===== src/rtl/modexp_pkg.sv =====
`timescale 1ns / 1ps

package modexp_pkg;

  localparam int unsigned RES_W = 30;
  localparam int unsigned MUL_W = 32;

  typedef logic [RES_W-1:0]   residue_t;
  typedef logic [MUL_W-1:0]   mul_op_t;
  typedef logic [2*MUL_W-1:0] mul_prod_t;

  localparam residue_t PRIME_MOD = 30'd998244353;
  localparam residue_t RES_ONE   = 30'd1;

  // Barrett constant floor(2^60 / P); P lies in [2^29, 2^30)
  localparam logic [30:0] BARRETT_MU = 31'((64'd1 << 60) / 64'(PRIME_MOD));

  localparam mul_op_t PRIME_X1 = {2'b00, PRIME_MOD};
  localparam mul_op_t PRIME_X2 = {1'b0, PRIME_MOD, 1'b0};

endpackage


===== src/rtl/modular_exponentiation.sv =====
`timescale 1ns / 1ps

// Channel   Direction  Handshake            Payload
// in        input      in_valid / in_stall   base_value[29:0], exponent_value[EXP_BITS-1:0]
// out       output     out_valid / out_stall power_result[29:0]
//
// One modular multiply steps through the single 32x32 multiplier in order: product,
// Barrett quotient estimate, quotient times P, then subtract and correct.
// Reset is synchronous and clears the sequencer and out_valid. in_stall is high
// from accept until the result is loaded into the output register.
module modular_exponentiation
  import modexp_pkg::*;
#(
  parameter int unsigned EXP_BITS = 32
) (
  input  logic                clk,
  input  logic                rst,
  input  logic                in_valid,
  output logic                in_stall,
  input  logic [29:0]         base_value,
  input  logic [EXP_BITS-1:0] exponent_value,
  output logic                out_valid,
  input  logic                out_stall,
  output logic [29:0]         power_result
);

  localparam logic [2:0] ST_IDLE = 3'd0;
  localparam logic [2:0] ST_MUL  = 3'd1;
  localparam logic [2:0] ST_EST  = 3'd2;
  localparam logic [2:0] ST_QM   = 3'd3;
  localparam logic [2:0] ST_FIX  = 3'd4;
  localparam logic [2:0] ST_DONE = 3'd5;

  logic [2:0]          state;
  logic                op_sq;   // 1: square the running power, 0: fold it into acc
  residue_t            acc;
  residue_t            sq;
  logic [EXP_BITS-1:0] expo;
  mul_prod_t           mul_q;
  mul_op_t             plow;

  mul_op_t             mul_a;
  mul_op_t             mul_b;
  mul_prod_t           mul_out;
  residue_t            base_red;
  logic [EXP_BITS-1:0] expo_shr;
  mul_op_t             rem;
  mul_op_t             rem_m1;
  mul_op_t             rem_m2;
  residue_t            fix_val;

  assign in_stall = (state != ST_IDLE);

  assign base_red = (base_value >= PRIME_MOD) ? base_value - PRIME_MOD : base_value;
  assign expo_shr = expo >> 1;

  // shared multiplier operand select
  always_comb begin
    mul_a = '0;
    mul_b = '0;
    unique case (state)
      ST_MUL: begin
        mul_a = {2'b00, (op_sq ? sq : acc)};
        mul_b = {2'b00, sq};
      end
      ST_EST: begin
        mul_a = {1'b0, mul_q[59:29]};
        mul_b = {1'b0, BARRETT_MU};
      end
      ST_QM: begin
        mul_a = {1'b0, mul_q[61:31]};
        mul_b = PRIME_X1;
      end
      default: begin
        mul_a = '0;
        mul_b = '0;
      end
    endcase
  end

  assign mul_out = mul_a * mul_b;

  // remainder lies in [0, 3P), at most two subtractions of P
  assign rem    = plow - mul_q[MUL_W-1:0];
  assign rem_m1 = rem - PRIME_X1;
  assign rem_m2 = rem - PRIME_X2;

  always_comb begin
    if (rem >= PRIME_X2) begin
      fix_val = rem_m2[RES_W-1:0];
    end else if (rem >= PRIME_X1) begin
      fix_val = rem_m1[RES_W-1:0];
    end else begin
      fix_val = rem[RES_W-1:0];
    end
  end

  always_ff @(posedge clk) begin
    if (rst) begin
      state     <= ST_IDLE;
      op_sq     <= 1'b0;
      out_valid <= 1'b0;
    end else begin
      // in ST_DONE the load below owns out_valid
      if (out_valid && !out_stall && state != ST_DONE) begin
        out_valid <= 1'b0;
      end
      unique case (state)
        ST_IDLE: begin
          if (in_valid) begin
            sq   <= base_red;
            acc  <= RES_ONE;
            expo <= exponent_value;
            if (exponent_value == '0) begin
              state <= ST_DONE;
            end else begin
              op_sq <= !exponent_value[0];
              state <= ST_MUL;
            end
          end
        end
        ST_MUL: begin
          mul_q <= mul_out;
          state <= ST_EST;
        end
        ST_EST: begin
          mul_q <= mul_out;
          plow  <= mul_q[MUL_W-1:0];
          state <= ST_QM;
        end
        ST_QM: begin
          mul_q <= mul_out;
          state <= ST_FIX;
        end
        ST_FIX: begin
          if (op_sq) begin
            sq   <= fix_val;
            expo <= expo_shr;
            if (expo_shr == '0) begin
              state <= ST_DONE;
            end else begin
              op_sq <= !expo_shr[0];
              state <= ST_MUL;
            end
          end else begin
            acc <= fix_val;
            // no square needed once the top set bit is consumed
            if (expo_shr == '0) begin
              state <= ST_DONE;
            end else begin
              op_sq <= 1'b1;
              state <= ST_MUL;
            end
          end
        end
        ST_DONE: begin
          if (!out_valid || !out_stall) begin
            power_result <= acc;
            out_valid    <= 1'b1;
            state        <= ST_IDLE;
          end
        end
        default: begin
          state <= ST_IDLE;
        end
      endcase
    end
  end

endmodule

===== config.mk =====
export PLATFORM = sky130hd
export DESIGN_NAME = modular_exponentiation
export DESIGN_NICKNAME = d
export VERILOG_FILES = /design/src/rtl/modexp_pkg.sv /design/src/rtl/modular_exponentiation.sv
export SDC_FILE = /design/constraint.sdc
export NUM_CORES = 2
export LEC_CHECK = 0
export BUFFER_PORTS_ARGS = -buffer_cell sky130_fd_sc_hd__buf_2
export CAP_MARGIN = 20
export CORE_UTILIZATION = 30
export CTS_CLUSTER_DIAMETER = 200
export DETAILED_ROUTE_END_ITERATION = 6
export HOLD_SLACK_MARGIN = 0.06
export PLACE_DENSITY_LB_ADDON = 0.12
export SYNTH_ARGS = -nofsm -noshare
export SYNTH_HDL_FRONTEND = slang
export SYNTH_SLANG_ARGS = --single-unit

===== constraint.sdc =====
create_clock -name clk -period 12.29 [get_ports clk]
set_clock_uncertainty 0.2 [all_clocks]
set_input_delay 1.229 -clock clk [delete_from_list [all_inputs] [get_ports clk]]
set_output_delay 1.229 -clock clk [all_outputs]
set_load 0.005 [all_outputs]

== Yosys cells after proc, flatten, opt, wreduce, memory -nomap -nowiden ==
Cells that the tools add are included.
Word-level totals
  register bits after elaboration: 221
  input bits: 66
  word-level logic and storage cells: 78
Cells by class
  add/subtract/negate cells: 4
  $mul: 1
  $lt $le $gt $ge: 3
  equality and inequality tests: 11
  multiplexer cells: 29
  bitwise logic cells: 1
  reduce and logical (&&, ||, !) cells: 20
Operator list (number)
  $mux 30: 8
  $pmux 31 s3: 2
  $pmux 30 s2: 2
  $sub 30x30->30 const B: 3
  $logic_not 32->1: 2
  $mux 32: 2
  $pmux 32 s2: 1
  $mul 31x31->62: 1
  $ge 32x30->1 const B: 1
  $ge 32x31->1 const B: 1
  $sub 32x32->32: 1
  $ge 30x30->1 const B: 1
  $pmux 3 s6: 1
  $mux 3: 4
  $ne 2x2->1 const B: 5
  $mux 1: 8
  $reduce_and 4->1: 2
  $eq 3x2->1 const B: 2
  $eq 3x3->1 const B: 2
  $reduce_and 2->1: 3
  $reduce_and 3->1: 2
  $logic_not 1->1: 4
  $eq 3x1->1 const B: 1
  $logic_not 3->1: 1
  8 further kinds: 9

== Depth between registers and ports, before layout ==
  word-level depth: 6
  mapped depth: 38
  mapped depth without buffers: 34

== Worst setup path after synthesis ==
No wires, ideal clock.
  kind: flip-flop to flip-flop
  start: reg op_sq
  end: reg mul_q[49] (data pin)
  setup time: 0.264 ns
  arrival: 8.992 ns
  setup slack: 2.834 ns
  stages on the path, launching flop included: 33
  path buffers: 3
  clock period less this slack: 9.456 ns
  cell sequence: dfxtp_1 -> clkbuf_1 -> clkbuf_1 -> mux2i_1 -> or2_2 -> a311oi_1 -> clkbuf_1 -> nand2_1 -> fa_1 -> inv_1 -> fa_1 -> fa_1 -> inv_1 -> fa_1 -> inv_1 -> fa_1 -> inv_1 -> fa_1 -> inv_1 -> fa_1 -> fa_1 -> ha_1 -> a21o_1 -> a21o_1 -> a311o_1 -> a221oi_1 -> a21boi_1 -> o31a_1 -> nand2b_1 -> a311oi_1 -> o21ai_1 -> a221oi_1 -> xnor2_1
Between the ends
  cells in the longest elaborated chain, start to end: 3
RTL lines
  start: declaration: line modular_exponentiation.sv:35  | logic op_sq;
  start signal: assignment: line modular_exponentiation.sv:117  | op_sq <= !exponent_value[0];
  start signal: assignment: line modular_exponentiation.sv:142  | op_sq <= !expo_shr[0];
  $mux 30: line modular_exponentiation.sv:63  | mul_a = {2'b00, (op_sq ? sq : acc)};
  $pmux 31 s3: line modular_exponentiation.sv:61  | unique case (state)
  $mul 31x31->62: line modular_exponentiation.sv:81  | assign mul_out = mul_a * mul_b;
  named net mul_out[49]: line modular_exponentiation.sv:44  | mul_prod_t mul_out;
  end signal: assignment: line modular_exponentiation.sv:123  | mul_q <= mul_out;
  end signal: assignment: line modular_exponentiation.sv:127  | mul_q <= mul_out;
  end signal: assignment: line modular_exponentiation.sv:132  | mul_q <= mul_out;
  end: declaration: line modular_exponentiation.sv:39  | mul_prod_t mul_q;
The timed path passes the listed nets, and every way through them passes these cells.
A chain may end at the register's enable or synchronous reset.

== Worst setup path after layout ==
  start: reg state[0]
  end: reg mul_q[57] (data pin)
Between the ends
  cells in the longest elaborated chain, start to end: 3
  elaborated cells between the ends (all ways): 6
  classes of those cells: mul: 1; eq/ne: 3; mux: 2
RTL lines
  start: declaration: line modular_exponentiation.sv:34  | logic [2:0] state;
  start signal: assignment: line modular_exponentiation.sv:100  | state <= ST_IDLE;
  start signal: assignment: line modular_exponentiation.sv:115  | state <= ST_DONE;
  start signal: assignment: line modular_exponentiation.sv:118  | state <= ST_MUL;
  $eq 3x2->1 / $eq 3x1->1 (equally long branches): line modular_exponentiation.sv:61
  $pmux 31 s3: line modular_exponentiation.sv:61
  $mul 31x31->62 *: line modular_exponentiation.sv:81
  named net mul_out[57]: line modular_exponentiation.sv:44
The timed path passes the listed nets; every way through them passes the cells marked *.

==> impl_summary.log <==
[metrics] outcome: completed
[metrics] time the worst path needs with I/O delays and setup: 10940 ps
[metrics] CTS tree: done
[metrics] HPWL after detailed placement: 132.7 mm
[metrics] highest metal layer with signal wires: met5
[metrics] fin area: 46790 um2
[metrics] total of flip-flops plus latches after synthesis: 220
[metrics] routed length on met2: 77.09 mm
[metrics] critical path required time: 12410 ps
[metrics] clock buffers created by TritonCTS: 25
[metrics] Avg Vias per Cell: 4.990
[metrics] post-CTS setup buffer count: 0
[metrics] synthesized instance count: 4687
[metrics] Yosys warning count: 0
[metrics] final hold viol count: 0
[metrics] buffers from clock root to sink, at most: 3
[metrics] number of maximum-capacitance constraint violations: 0
[metrics] Final Max Tran Viols: 0
[metrics] count of H-tree levels built during CTS: 1
[metrics] antenna violations before repair: 6
[metrics] Reg clk slew, reported paths: 60 ps
[metrics] Cell variety after synth: 89
[metrics] share of post-route cells with drive strength above 1: 0.07444
[metrics] critical path fanouts, max: 72
[metrics] largest net degree at the start of global routing: 80
[metrics] # DRC: 0
[metrics] routed length per placed instance: 24.69 um
[metrics] post-cts resize count: 0
[metrics] overall die width: 379.6 um
[metrics] die outline height: 379.6 um
[metrics] final net count: 5893
[metrics] top cell types by occurrence after synthesis: sky130_fd_sc_hd__inv_1, sky130_fd_sc_hd__fa_1, sky130_fd_sc_hd__nand2_1
[metrics] starting utilization of the core area: 0.3024
[metrics] arrival time reported for the critical path endpoint: 11060 ps
[metrics] Worst Max-Slew Pin Slew: 1238 ps
[metrics] Final TNS setup: 0 ps
[metrics] top cell type by total area after synthesis: sky130_fd_sc_hd__fa_1
[metrics] final global-route overflow total: 0
[metrics] Max Clk Rate: 0.09144 GHz
[metrics] unrepaired setup endpoints after global routing: no
[metrics] power per unit of standard cell area: 176.8 nW/um2
[metrics] number of DRC markers in iteration 0: 2698
[metrics] io pins: 98
[metrics] routability cong.: 0.9251
[metrics] Mapped Avg Cell Area: 9.124 um2
[metrics] Routed met1 length: 71.54 mm
[metrics] Site Rows: 138
[metrics] total core area: 141400 um2
[metrics] sequential element share of the synthesized area: 0.1533
[metrics] CTS Hold Bufs: 0
[metrics] length of routed met3 wiring: 8.267 mm
[metrics] all-layer global routing usage: 0.2274
[metrics] First-pass DRT Iterations: 6
[metrics] fraction of the cycle the final worst path needs: 0.8898
[metrics] final setup vio count: 0
[metrics] worst slew slack as a fraction of its limit: 0.1748
[metrics] dominant cells by area after synthesis: sky130_fd_sc_hd__fa_1, sky130_fd_sc_hd__edfxtp_1, sky130_fd_sc_hd__ha_1
[metrics] kind of start point of the critical path: flop
[metrics] root buf cell: sky130_fd_sc_hd__clkbuf_16
[metrics] number of routed nets with antenna violations: 0
[metrics] Async S/R FF share, synth: 0
[metrics] Port Buffer Count: 97
[metrics] number of clock sinks: 220
[metrics] Worst Path Class, Setup: flop to flop
[metrics] final standard cell count with taps included and fillers excluded: 6605
[metrics] leakage power summed over all cells: 21.49 nW
[metrics] combined area of all synthesized cells: 42760 um2
[metrics] Diodes inserted: 0
[metrics] wire length of the first global-routing pass: 240.8 mm
[metrics] number of enable flip-flop cells after synthesis: 215
[metrics] library cell with the highest instance count after synthesis: sky130_fd_sc_hd__inv_1
[metrics] endpoint kind of the worst setup timing path: flop
[metrics] post-layout util: 0.3308
[metrics] Post-Route WL: 163.1 mm
[metrics] dpl cells: 6557
[metrics] class of the tightest hold or removal check: flop to flop
[metrics] DP Area: 45930 um2
[metrics] vias in the first global route: 34.80k
[metrics] maximum VDD drop: 195.6 uV
[metrics] die area: 144100 um2
[metrics] vias: 32.96k
[metrics] top cell type's share of synthesized area: 0.3923
[metrics] area grow syn2layout: 9.407%
[metrics] Clock Latency Late Sink: 580 ps
[metrics] top flip-flop cell by instance count after synthesis: sky130_fd_sc_hd__edfxtp_1
## flip-flops by register name (all words and copies together), names as in the netlist
name          cells
acc              30
expo             31
plow             32
mul_q            62
state             3
out_valid         1
op_sq             1
sq               30
power_result     30
## layout by cell type (no fill, tap or decap), types with 14 or more instances in the layout
cell,Yosys,routed
sky130_fd_sc_hd__inv_1,848,848
sky130_fd_sc_hd__fa_1,838,838
sky130_fd_sc_hd__nand2_1,646,645
sky130_fd_sc_hd__nor2_1,599,598
sky130_fd_sc_hd__ha_1,293,293
sky130_fd_sc_hd__edfxtp_1,215,215
sky130_fd_sc_hd__a21oi_1,186,180
sky130_fd_sc_hd__buf_4,0,115
sky130_fd_sc_hd__buf_2,5,97
sky130_fd_sc_hd__xnor2_1,77,77
sky130_fd_sc_hd__a21o_1,64,64
sky130_fd_sc_hd__o21ai_0,64,63
sky130_fd_sc_hd__xor2_1,55,55
sky130_fd_sc_hd__and2_1,43,42
sky130_fd_sc_hd__nand3_1,42,42
sky130_fd_sc_hd__nor3_1,40,39
sky130_fd_sc_hd__mux2i_1,33,33
sky130_fd_sc_hd__clkbuf_16,0,25
sky130_fd_sc_hd__nor4_1,24,24
sky130_fd_sc_hd__o21a_1,23,22
sky130_fd_sc_hd__a211o_1,21,21
sky130_fd_sc_hd__or2_2,20,20
sky130_fd_sc_hd__and3_1,20,20
sky130_fd_sc_hd__o21ai_1,19,19
sky130_fd_sc_hd__nand2b_1,18,18
sky130_fd_sc_hd__nand4_1,18,18
sky130_fd_sc_hd__o21bai_1,18,18
sky130_fd_sc_hd__nor2b_1,21,17
sky130_fd_sc_hd__o211ai_1,15,15
sky130_fd_sc_hd__conb_1,2,14
## report_power, final
| group | total, mW | internal, mW | switching, mW |
|---|---|---|---|
| clock | 0.787 | 0.422 | 0.366 |
| combinational | 6.27 | 2.22 | 4.05 |
| sequential | 1.21 | 1.08 | 0.127 |
| total | 8.27 | 3.72 | 4.55 |
## final timing paths
path / start / end / slack, ps / cells after the start
setup / recovery: state[0] / mul_q[57] / 1350 / 26
hold / removal: mul_q[26] / plow[26] / 250 / 0
setup reg to reg: state[0] / mul_q[57] / 1350 / 26
hold reg to reg: mul_q[26] / plow[26] / 250 / 0
## per-layer routing
metal	up-vias	global-route usage
met4	2	0.06853
met1	17150	0.3094
met3	226	0.02743
met2	963	0.3770
met5	-	0
li1	14620	-
## stage by stage
step	setup WS (ps)	total power, mW	hold WS [ps]
floorplan	2834	5.149	225.7
global placement	1641	7.466	238.3
detailed placement	1549	7.453	236.3
CTS	1527	8.301	252.5
global route	919.8	8.872	260.1
finish	1354	8.271	253.1
## layout make-up
cell class	instances	area (um2)
well taps	1890	2365
clock buffers	26	629.4
flip-flops and latches	220	6569
fillers	14880	94630
repair buffers	217	1459
inverters	848	3183
multi-input cells	3384	32390
clock inverters	20	192.7
## cell families after synthesis
family	count (synthesis)	share of synthesized area
simple gates	1530	0.1513
fa+ha+maj	1131	0.4780
buf+inv	1095	0.09679
compound gates	543	0.08541
flops	220	0.1533
xor+xnor	132	0.02703
mux	34	0.007988
other cells	2	0.0001756
## worst max-delay path, cell delays in order (launching register included)
cell	delay, ps
sky130_fd_sc_hd__dfxtp_4	550
sky130_fd_sc_hd__buf_4	710
sky130_fd_sc_hd__a21oi_1	140
sky130_fd_sc_hd__a311oi_2	1060
sky130_fd_sc_hd__nand2_1	180
sky130_fd_sc_hd__fa_1	600
sky130_fd_sc_hd__fa_1	530
sky130_fd_sc_hd__inv_1	50
sky130_fd_sc_hd__fa_1	500
sky130_fd_sc_hd__inv_1	60
sky130_fd_sc_hd__fa_1	500
sky130_fd_sc_hd__inv_1	60
sky130_fd_sc_hd__fa_1	490
sky130_fd_sc_hd__fa_1	560
sky130_fd_sc_hd__fa_1	430
sky130_fd_sc_hd__fa_1	440
sky130_fd_sc_hd__ha_1	350
sky130_fd_sc_hd__and3_1	220
sky130_fd_sc_hd__a311o_1	400
sky130_fd_sc_hd__a221oi_1	250
sky130_fd_sc_hd__a21boi_1	670
sky130_fd_sc_hd__o31ai_1	290
sky130_fd_sc_hd__a21oi_1	400
sky130_fd_sc_hd__o41a_1	400
sky130_fd_sc_hd__o21bai_1	150
sky130_fd_sc_hd__a311oi_1	320
sky130_fd_sc_hd__xnor2_1	100
Note: power is estimated with default switching activity, not from simulation.
